File: src/rtl/hcbd_pkg.sv
// types and constants shared by the chunked body decoder modules
`timescale 1ns / 1ps
package hcbd_pkg;

    localparam int SIZE_BITS_DEF = 32;
    localparam int Q_DEPTH       = 4;
    localparam int Q_PTR_W       = $clog2(Q_DEPTH);
    localparam int Q_CNT_W       = $clog2(Q_DEPTH + 1);

    typedef struct packed {
        logic [7:0] in_byte;
        logic       body_start;
    } in_item_t;

    typedef struct packed {
        logic [7:0] payload_byte;
        logic       payload_valid;
        logic       body_done;
        logic       size_overflow;
    } out_item_t;

    // classified byte handed from front to back
    typedef struct packed {
        logic [7:0] data;
        logic       body_start;
        logic       is_hex;
        logic [3:0] hex_val;
        logic       is_lf;
        logic       is_blank;
    } cls_item_t;

    typedef enum logic [5:0] {
        PH_DIGITS = 6'b000001,
        PH_EXT    = 6'b000010,
        PH_DATA   = 6'b000100,
        PH_TRAIL1 = 6'b001000,
        PH_TRAIL2 = 6'b010000,
        PH_DONE   = 6'b100000
    } phase_t;

endpackage

File: src/rtl/hcbd_front.sv
// front end: accepts bytes and classifies them as hex digit, line feed or blank
`timescale 1ns / 1ps
module hcbd_front (
    input  logic                in_valid,
    output logic                in_stall,
    input  hcbd_pkg::in_item_t  in_item,
    output logic                push,
    output hcbd_pkg::cls_item_t push_item,
    input  logic                q_full
);
    import hcbd_pkg::*;

    localparam logic [7:0] CH_0  = 8'h30;
    localparam logic [7:0] CH_9  = 8'h39;
    localparam logic [7:0] CH_LA = 8'h61;
    localparam logic [7:0] CH_LF = 8'h66;
    localparam logic [7:0] CH_UA = 8'h41;
    localparam logic [7:0] CH_UF = 8'h46;
    localparam logic [7:0] CH_NL = 8'h0a;
    localparam logic [7:0] CH_SP = 8'h20;
    localparam logic [7:0] CH_HT = 8'h09;

    logic       is_dec;
    logic       is_low;
    logic       is_up;
    logic [7:0] c;

    assign c      = in_item.in_byte;
    assign is_dec = (c >= CH_0)  && (c <= CH_9);
    assign is_low = (c >= CH_LA) && (c <= CH_LF);
    assign is_up  = (c >= CH_UA) && (c <= CH_UF);

    assign in_stall = q_full;
    assign push     = in_valid && !q_full;

    always_comb
    begin
        push_item            = '0;
        push_item.data       = c;
        push_item.body_start = in_item.body_start;
        push_item.is_hex     = is_dec || is_low || is_up;
        push_item.is_lf      = (c == CH_NL);
        push_item.is_blank   = (c == CH_SP) || (c == CH_HT);
        if (is_dec)
        begin
            push_item.hex_val = c[3:0];
        end
        else if (is_low || is_up)
        begin
            // 'a'..'f' and 'A'..'F' have low bits 1..6
            push_item.hex_val = c[3:0] + 4'd9;
        end
        else
        begin
            push_item.hex_val = 4'd0;
        end
    end

endmodule

File: src/rtl/hcbd_queue.sv
// short fifo of classified items between front and back
`timescale 1ns / 1ps
module hcbd_queue (
    input  logic                clk,
    input  logic                rst_n,
    input  logic                push,
    input  hcbd_pkg::cls_item_t push_item,
    output logic                full,
    output logic                head_valid,
    output hcbd_pkg::cls_item_t head_item,
    input  logic                pop
);
    import hcbd_pkg::*;

    cls_item_t            mem_reg [Q_DEPTH];
    logic [Q_PTR_W-1:0]   wr_ptr_reg;
    logic [Q_PTR_W-1:0]   wr_ptr_next;
    logic [Q_PTR_W-1:0]   rd_ptr_reg;
    logic [Q_PTR_W-1:0]   rd_ptr_next;
    logic [Q_CNT_W-1:0]   cnt_reg;
    logic [Q_CNT_W-1:0]   cnt_next;
    logic                 do_pop;

    assign full       = (cnt_reg == Q_CNT_W'(Q_DEPTH));
    assign head_valid = (cnt_reg != '0);
    assign head_item  = mem_reg[rd_ptr_reg];
    assign do_pop     = pop && head_valid;

    always_comb
    begin
        wr_ptr_next = wr_ptr_reg;
        rd_ptr_next = rd_ptr_reg;
        cnt_next    = cnt_reg;
        if (push)
        begin
            wr_ptr_next = (wr_ptr_reg == Q_PTR_W'(Q_DEPTH - 1)) ? '0 : wr_ptr_reg + 1'b1;
        end
        if (do_pop)
        begin
            rd_ptr_next = (rd_ptr_reg == Q_PTR_W'(Q_DEPTH - 1)) ? '0 : rd_ptr_reg + 1'b1;
        end
        if (push && !do_pop)
        begin
            cnt_next = cnt_reg + 1'b1;
        end
        else if (!push && do_pop)
        begin
            cnt_next = cnt_reg - 1'b1;
        end
    end

    always_ff @(posedge clk or negedge rst_n)
    begin
        if (!rst_n)
        begin
            wr_ptr_reg <= '0;
            rd_ptr_reg <= '0;
            cnt_reg    <= '0;
        end
        else
        begin
            wr_ptr_reg <= wr_ptr_next;
            rd_ptr_reg <= rd_ptr_next;
            cnt_reg    <= cnt_next;
        end
    end

    always_ff @(posedge clk)
    begin
        if (push)
        begin
            mem_reg[wr_ptr_reg] <= push_item;
        end
    end

endmodule

File: src/rtl/hcbd_back.sv
// back end: chunk parse state machine, size counter and output register
`timescale 1ns / 1ps
module hcbd_back #(
    parameter int SIZE_BITS = hcbd_pkg::SIZE_BITS_DEF
) (
    input  logic                clk,
    input  logic                rst_n,
    input  logic                head_valid,
    input  hcbd_pkg::cls_item_t head_item,
    output logic                pop,
    output logic                out_valid,
    input  logic                out_stall,
    output hcbd_pkg::out_item_t out_item
);
    import hcbd_pkg::*;

    phase_t                 phase_reg;
    phase_t                 phase_next;
    phase_t                 phase_cur;
    logic [SIZE_BITS-1:0]   cnt_reg;
    logic [SIZE_BITS-1:0]   cnt_next;
    logic [SIZE_BITS-1:0]   cnt_cur;
    logic                   seen_reg;
    logic                   seen_next;
    logic                   seen_cur;
    logic                   ovf_reg;
    logic                   ovf_next;
    logic                   ovf_cur;
    logic                   out_valid_reg;
    out_item_t              out_item_reg;
    out_item_t              res;

    assign pop       = head_valid && (!out_valid_reg || !out_stall);
    assign out_valid = out_valid_reg;
    assign out_item  = out_item_reg;

    always_comb
    begin
        phase_cur = phase_reg;
        cnt_cur   = cnt_reg;
        seen_cur  = seen_reg;
        ovf_cur   = ovf_reg;
        // a new body clears everything before its first byte is parsed
        if (head_item.body_start)
        begin
            phase_cur = PH_DIGITS;
            cnt_cur   = '0;
            seen_cur  = 1'b0;
            ovf_cur   = 1'b0;
        end

        phase_next        = phase_cur;
        cnt_next          = cnt_cur;
        seen_next         = seen_cur;
        ovf_next          = ovf_cur;
        res               = '0;

        unique case (phase_cur)
            PH_DIGITS:
            begin
                if (head_item.is_hex)
                begin
                    seen_next = 1'b1;
                    // any bit in the top nibble means the shift would spill
                    if (|cnt_cur[SIZE_BITS-1 -: 4])
                    begin
                        cnt_next = '1;
                        ovf_next = 1'b1;
                    end
                    else
                    begin
                        cnt_next = {cnt_cur[SIZE_BITS-5:0], head_item.hex_val};
                    end
                end
                else if (head_item.is_lf)
                begin
                    phase_next = (cnt_cur == '0) ? PH_DONE : PH_DATA;
                end
                else if (head_item.is_blank && !seen_cur)
                begin
                    phase_next = PH_DIGITS;
                end
                else
                begin
                    phase_next = PH_EXT;
                end
            end
            PH_EXT:
            begin
                if (head_item.is_lf)
                begin
                    phase_next = (cnt_cur == '0) ? PH_DONE : PH_DATA;
                end
            end
            PH_DATA:
            begin
                res.payload_byte  = head_item.data;
                res.payload_valid = 1'b1;
                cnt_next          = cnt_cur - SIZE_BITS'(1);
                if (cnt_cur == SIZE_BITS'(1))
                begin
                    phase_next = PH_TRAIL1;
                end
            end
            PH_TRAIL1:
            begin
                phase_next = PH_TRAIL2;
            end
            PH_TRAIL2:
            begin
                phase_next = PH_DIGITS;
                cnt_next   = '0;
                seen_next  = 1'b0;
            end
            default:
            begin
                phase_next = phase_cur;
            end
        endcase

        res.body_done     = (phase_next == PH_DONE);
        res.size_overflow = ovf_next;
    end

    always_ff @(posedge clk or negedge rst_n)
    begin
        if (!rst_n)
        begin
            phase_reg     <= PH_DIGITS;
            cnt_reg       <= '0;
            seen_reg      <= 1'b0;
            ovf_reg       <= 1'b0;
            out_valid_reg <= 1'b0;
        end
        else
        begin
            if (pop)
            begin
                phase_reg <= phase_next;
                cnt_reg   <= cnt_next;
                seen_reg  <= seen_next;
                ovf_reg   <= ovf_next;
            end
            if (pop)
            begin
                out_valid_reg <= 1'b1;
            end
            else if (!out_stall)
            begin
                out_valid_reg <= 1'b0;
            end
        end
    end

    always_ff @(posedge clk)
    begin
        if (pop)
        begin
            out_item_reg <= res;
        end
    end

endmodule

File: src/rtl/http_chunked_body_decoder_top.sv
// HTTP/1.1 chunked body decoder: top level
// Usage:
//   input channel: one raw body byte per item (in_item.in_byte), with
//   in_item.body_start set on the first byte of a new body.
//   output channel: exactly one item per input item, carrying the decoded
//   payload byte (payload_valid set for data bytes, byte zero otherwise),
//   body_done once the zero-size line has ended and a sticky size_overflow.
// Path: an accepted item is written into the queue, then registered at the output.
// Throughput: one item per cycle while out_stall is low; the parse state machine in the back end
//   updates its phase and SIZE_BITS wide count once per item.
// A four-entry queue of classified bytes sits between front and back, and
// the back end drives a registered output, so up to five items are held
// while the receiver stalls; after that in_stall rises until room frees up.
// Reset (rst_n low, asynchronous) empties the queue, drops the output item
// and puts the parser at the start of a size line with a zero count.
`timescale 1ns / 1ps
module http_chunked_body_decoder_top #(
    parameter int SIZE_BITS = hcbd_pkg::SIZE_BITS_DEF
) (
    input  logic                clk,
    input  logic                rst_n,
    input  logic                in_valid,
    output logic                in_stall,
    input  hcbd_pkg::in_item_t  in_item,
    output logic                out_valid,
    input  logic                out_stall,
    output hcbd_pkg::out_item_t out_item
);
    import hcbd_pkg::*;

    logic      push;
    cls_item_t push_item;
    logic      q_full;
    logic      head_valid;
    cls_item_t head_item;
    logic      pop;

    hcbd_front u_front (
        .in_valid  (in_valid),
        .in_stall  (in_stall),
        .in_item   (in_item),
        .push      (push),
        .push_item (push_item),
        .q_full    (q_full)
    );

    hcbd_queue u_queue (
        .clk        (clk),
        .rst_n      (rst_n),
        .push       (push),
        .push_item  (push_item),
        .full       (q_full),
        .head_valid (head_valid),
        .head_item  (head_item),
        .pop        (pop)
    );

    hcbd_back #(
        .SIZE_BITS (SIZE_BITS)
    ) u_back (
        .clk        (clk),
        .rst_n      (rst_n),
        .head_valid (head_valid),
        .head_item  (head_item),
        .pop        (pop),
        .out_valid  (out_valid),
        .out_stall  (out_stall),
        .out_item   (out_item)
    );

endmodule

File: config.mk
export PLATFORM = sky130hd
export DESIGN_NAME = http_chunked_body_decoder_top
export DESIGN_NICKNAME = d
export VERILOG_FILES = /design/src/rtl/hcbd_pkg.sv /design/src/rtl/hcbd_front.sv /design/src/rtl/hcbd_queue.sv /design/src/rtl/hcbd_back.sv /design/src/rtl/http_chunked_body_decoder_top.sv
export SDC_FILE = /design/constraint.sdc
export NUM_CORES = 1
export LEC_CHECK = 0
export BUFFER_PORTS_ARGS = -buffer_cell sky130_fd_sc_hd__buf_2
export CORE_UTILIZATION = 45
export DETAILED_ROUTE_END_ITERATION = 12
export PLACE_DENSITY = 0.63
export SKIP_LAST_GASP = 1
export SLEW_MARGIN = 20
export SYNTH_ARGS = -nofsm -noshare
export SYNTH_HDL_FRONTEND = slang
export SYNTH_SLANG_ARGS = --single-unit
File: constraint.sdc
create_clock -name clk -period 3.3 [get_ports clk]
set_input_delay 0.495 -clock clk [delete_from_list [all_inputs] [get_ports clk]]
set_output_delay 0.495 -clock clk [all_outputs]
set_load 0.03 [all_outputs]
== Word level (Yosys, flattened, before mapping) ==
Memory sizes are Yosys's and may differ from the RTL's.
Index checks and enable logic that the tools add are counted.

* Bits in registers: 59
* RAM bits: 64
* Output and inout port bits: 13
* Logic and storage cells: 93
* Memories: 1

{| class="wikitable"
|+ Memories
! name !! depth !! width !! read ports !! clocked after memory_dff !! wr ports !! RTL line !! RTL
|-
| u_queue.mem_reg || 4 || 16 || 1 || 0 || 1 || hcbd_queue.sv:15 || <nowiki>cls_item_t mem_reg [Q_DEPTH];</nowiki>
|}

* Add/subtract/negate cells: 6
* Magnitude comparators: 6
* Equality and inequality tests: 14
* Muxes and demuxes: 30
* Reduce and logical (&&, ||, !) cells: 24

{| class="wikitable"
|+ Operators with widths
! cell !! number
|-
| $mux W32 || 3
|-
| $pmux W32 S3 || 1
|-
| $mux W6 || 6
|-
| $eq A32 B1 Y1 const B || 1
|-
| $logic_not A32 Y1 || 1
|-
| $sub A32 B1 Y32 const B || 1
|-
| $pmux W6 S5 || 1
|-
| $eq A8 B4 Y1 const B || 2
|-
| $ge A8 B7 Y1 const B || 2
|-
| $le A8 B7 Y1 const B || 2
|-
| $mux W1 || 11
|-
| $logic_and A1 B1 Y1 || 9
|-
| $eq A8 B6 Y1 const B || 1
|-
| $ge A8 B6 Y1 const B || 1
|-
| $le A8 B6 Y1 const B || 1
|-
| $mux W4 || 2
|-
| $eq A6 B1 Y1 const B || 1
|-
| $eq A6 B2 Y1 const B || 1
|-
| $eq A6 B3 Y1 const B || 1
|-
| $eq A6 B4 Y1 const B || 1
|-
| $eq A6 B5 Y1 const B || 1
|-
| $eq A6 B6 Y1 const B || 1
|-
| $logic_not A1 Y1 || 6
|-
| $mux W2 || 3
|-
| other kinds (13) || 20
|}

== Depth between registers and ports, before layout ==
An unclocked memory read counts as a cell.

* Depth in word-level cells: 9
* Gate-level depth with buffers: 13

== By module ==
From an unflattened synthesis, not the netlist that was laid out.

* Cells, all modules: 600
* Area total of the unflattened synthesis: 6656.4 um2

{| class="wikitable"
|+ By module, submodules not included
! module !! instances !! cells an instance !! area an instance (um2)
|-
| hcbd_back || 1 || 442 || 3584.7
|-
| hcbd_queue || 1 || 121 || 2778.9
|-
| hcbd_front || 1 || 37 || 292.8
|}

== Worst setup path after synthesis ==
OpenSTA, ideal clock, no wires.

* Path kind: register to register
* Start: reg u_queue.rd_ptr_reg[1]
* End: reg u_back.cnt_reg[8]
* Setup time: 0.121 ns
* Data arrival time: 2.627 ns
* Data required time: 3.179 ns
* Slack: 0.552 ns
* Stages on the path, launching flop included: 14
* Path buffers: 4
* Clock period less this slack: 2.748 ns
* Cell sequence: dfrtp_1 buf_2 mux2i_1 mux2_2 clkbuf_1 clkbuf_1 nand2_1 ha_1 clkbuf_1 nand3_1 nor3_1 a21oi_1 a21bo_1 a22o_1

* Cells in the longest elaborated chain, start to end: 6
* Elaborated cells on any way between the ends: 11
* Classes of those cells: 1 x add/sub; 3 x eq/ne; 5 x mux; 1 x reduce/logical; 1 x memory

{| class="wikitable"
|+ Ends and longest elaborated chain
! element !! RTL line !! RTL
|-
| start: declaration || hcbd_queue.sv:18 || <nowiki>logic [Q_PTR_W-1:0] rd_ptr_reg;</nowiki>
|-
| start signal: assignment || hcbd_queue.sv:63 || <nowiki>rd_ptr_reg <= rd_ptr_next;</nowiki>
|-
| $mem_v2 Z4 W16 * || - ||
|-
| branches (longest 4 deep; another with $sub A32 B1 Y32) || - ||
|-
| $pmux W32 S3 * || hcbd_back.sv:58 || <nowiki>unique case (phase_cur)</nowiki>
|-
| end signal: assignment || hcbd_back.sv:140 || <nowiki>cnt_reg <= cnt_next;</nowiki>
|-
| end: declaration || hcbd_back.sv:20 || <nowiki>logic [SIZE_BITS-1:0] cnt_reg;</nowiki>
|}

Mark *: on every way between the ends.
A chain may end at the register's enable or synchronous reset.

==> results by group <==
Outcome
  – Status: finished, final reports clean

Global route
  – Number of antenna violations at the first check in global routing: 0
  – Vias in the first global route: 4770
  – Global route overflow: 0
  – First-pass GRT wire length: 24.6 mm
  – Largest net degree at the start of global routing: 33
  – Tot GR Track Use: 22.1%

Timing
  – Fmax achieved: roughly 0.36 GHz
  – RSZ-0062 raised after global routing: false
  – Measured slew at the worst slew-check pin: ~0.89 ns
  – Setup clock skew after layout: 0.00741 ns
  – Final Hold Fails: 0
  – Relative slew slack: just over 40%
  – Fin crit share: 84.0%
  – Endpoints failing setup: 0
  – Setup TNS: 0 ns
  – Pins over their slew limit: 0
  – Final min period: 2.77 ns
  – Final worst slack: between 0.5 and 0.6 ns

CTS
  – CTS tree: done
  – Htree depth: 4
  – Clock Latency Late Sink: 0.41 ns
  – Max Root-Sink Buffers: 2
  – Cts bufs inserted: 17
  – Hold bufs inserted after CTS: 0
  – Worst-path clk slew: roughly 0.060 ns
  – # clock sinks: 123
  – Post_cts resized: 0
  – Post-CTS Setup Bufs: 0
  – Clock Tree Root: clkbuf_16

Yosys
  – EDFF count, synth: 75
  – Mapped Avg Cell Area: 11.1 µm²
  – Synth cell types: 70
  – Ys flop type: edfxtp_1
  – Mapped cell area: between 6000 and 7000 µm²
  – Sequential share of the synthesized area: 54.4%
  – Seq cells post-synth: 123
  – Ys async rst share: 39.0%
  – Mapped Nets: about 600
  – Mapped Cells: 573
  – Yosys warns: 0

Worst setup path
  – Crit path launch: u_back.cnt_reg[5]
  – Buf+Inv Stages, Crit Path: 0
  – Crit-path cells: nor4_1 > nand4_1 > or4b_1 > a22o_1 > a31o_1 > nor4_2
  – Family with the most delay on the worst path: simple AND/OR/NAND/NOR gates
  – Critical path type: reg -> reg
  – Slowest cell on crit path: or4b_1
  – CP startpoint kind: flop
  – RR Startpoint: u_back.cnt_reg[5]
  – Data required, critical path: 3.54 ns
  – Setup crit end kind: flop
  – Crit path max fanout: 7
  – CP arrival: 3.01 ns
  – Max incr delay on CP: 0.65 ns

Place
  – HPWL after DPL: 9.74 mm
  – Dpl ws: 0.563 ns
  – Port bufs: 25
  – Cells after DPL: 756
  – DP Area: 6650 µm²
  – Placer's final routability congestion estimate: 0.889

Route
  – DRT antenna net count: 0
  – Final wirelength: 15.0 mm
  – DR vias/cell: 6.08
  – Detailed Routing Iterations Pass 1: 5
  – Drt first-iter violations: 298
  – Via count: 4789
  – Residual DRC: 0
  – Routed length per instance: 19.0 µm

Power
  – Worst vdd ir: 0.444 mV
  – Power Density: 1080 nW/µm²
  – Lkg Pwr: around 2.7 nW
  – Pwr Total: 7.84 mW

Die
  – CORE AREA: 13800 µm²
  – Die Span Y: 121 µm
  – Die area: about 15000 µm²
  – Starting density of the core: 45.9%
  – Num rows: 43
  – Chip Width: 121 µm
  – Num ports: 26

Hold path
  – Hold crit path type: in -> async

Finish
  – # diodes: 0
  – Max FFs per register: 64
  – Nets: between 600 and 700
  – Area grow syn2layout: 14.1%
  – Non-Filler Cell Area, Final: just over 7000 µm²
  – Fraction of layout cells with a size suffix above 1: 16.8%
  – Fill count: ~1.2k
  – Final non-filler cell total: 788

Run
  – Maximum capacitance violations: 0
==> final timing paths <==
| path | cells after the start | to | slack, ns |
|---|---|---|---|
| worst max-delay path | 6 | u_back.out_item[1] | 0.53 |
| worst min-delay path | 1 | u_back.cnt_reg[29] | 0.09 |
| worst max register to register | 6 | u_back.out_item[1] | 0.53 |
| worst min register to register | 2 | u_back.ovf_reg | 0.48 |
| max in group asynchronous | 2 | u_back.cnt_reg[9] | 2.44 |
| min in group clk | 3 | u_back.out_valid | 0.29 |
==> logic make-up after synthesis <==
family                     Yosys count  synth area share (%)
AOI/OAI and AO/OA                  156                  15.4
xor gates and xnor gates             9                  1.24
adders and majority gates           13                  2.68
buffers and inverters               51                  3.15
DFF                                123                  54.4
muxes                               25                  7.18
and+or+nand+nor                    196                  16.0
==> per-stage QoR <==
step | util (%) | hold slack [ns]
after global placement | 48.1 | 0.462
after floorplan | - | 0.199
after global routing | 52.4 | 0.130
final | 52.4 | 0.0914
after CTS | 52.4 | 0.102
after detailed placement | 48.1 | 0.468
==> metal layers <==
layer	part of all wire, %	vias up	track usage, %
met5	0	-	0
met4	2.7	0	10.2
met3	5.1	34	5.14
met2	49	172	35.9
met1	43	2373	28.1
li1	-	2210	-
==> placed cells by master, fill, tap and decap left out, drive strengths merged, types with 6 or more instances in the layout <==
cell type  count
o22ai          6
o31ai          7
nand2         59
and2          14
mux4          16
o21ai         63
a22o           7
nor4          12
edfxtp        75
inv           21
ha            12
or4            6
buf           38
nor2          36
clkbuf        17
dfrtp         47
nor3          21
nand3         16
o211ai        11
a21oi         24
a31oi         10
==> power by group <==
group / total [mW] / switching [mW] / internal (mW)
logic: 3.43 / 2.14 / 1.29
clock network: 1.84 / 0.716 / 1.12
registers: 2.56 / 0.430 / 2.13
==> area by class of cell <==
cell class | count | area [µm²] | share of cell area [%]
clock buffer | 17 | 425 | 5.87
clock inverter | 15 | 163 | 2.25
inverter | 16 | 60.1 | 0.829
multi-input combinational | 399 | 2690 | 37.2
sequential | 123 | 3450 | 47.7
tap | 180 | 225 | 3.11
timing repair buffer | 38 | 223 | 3.08
==> synth_stat cells, drive strengths merged (11+ instances only) <==
cell    instances  share of area (%)
edfxtp         75                 35
o21ai          63                5.0
nand2          59                3.5
dfrtp          47                 19
nor2           36                2.1
clkbuf         25                1.5
a21oi          24                2.0
nor3           21                1.7
mux4           16                5.7
nand3          16                1.3
inv            15               0.89
and2           14                1.4
ha             12                2.4
nor4           12                1.3
o211ai         11                1.3
No activity file was read; power rests on OpenSTA's default activity.
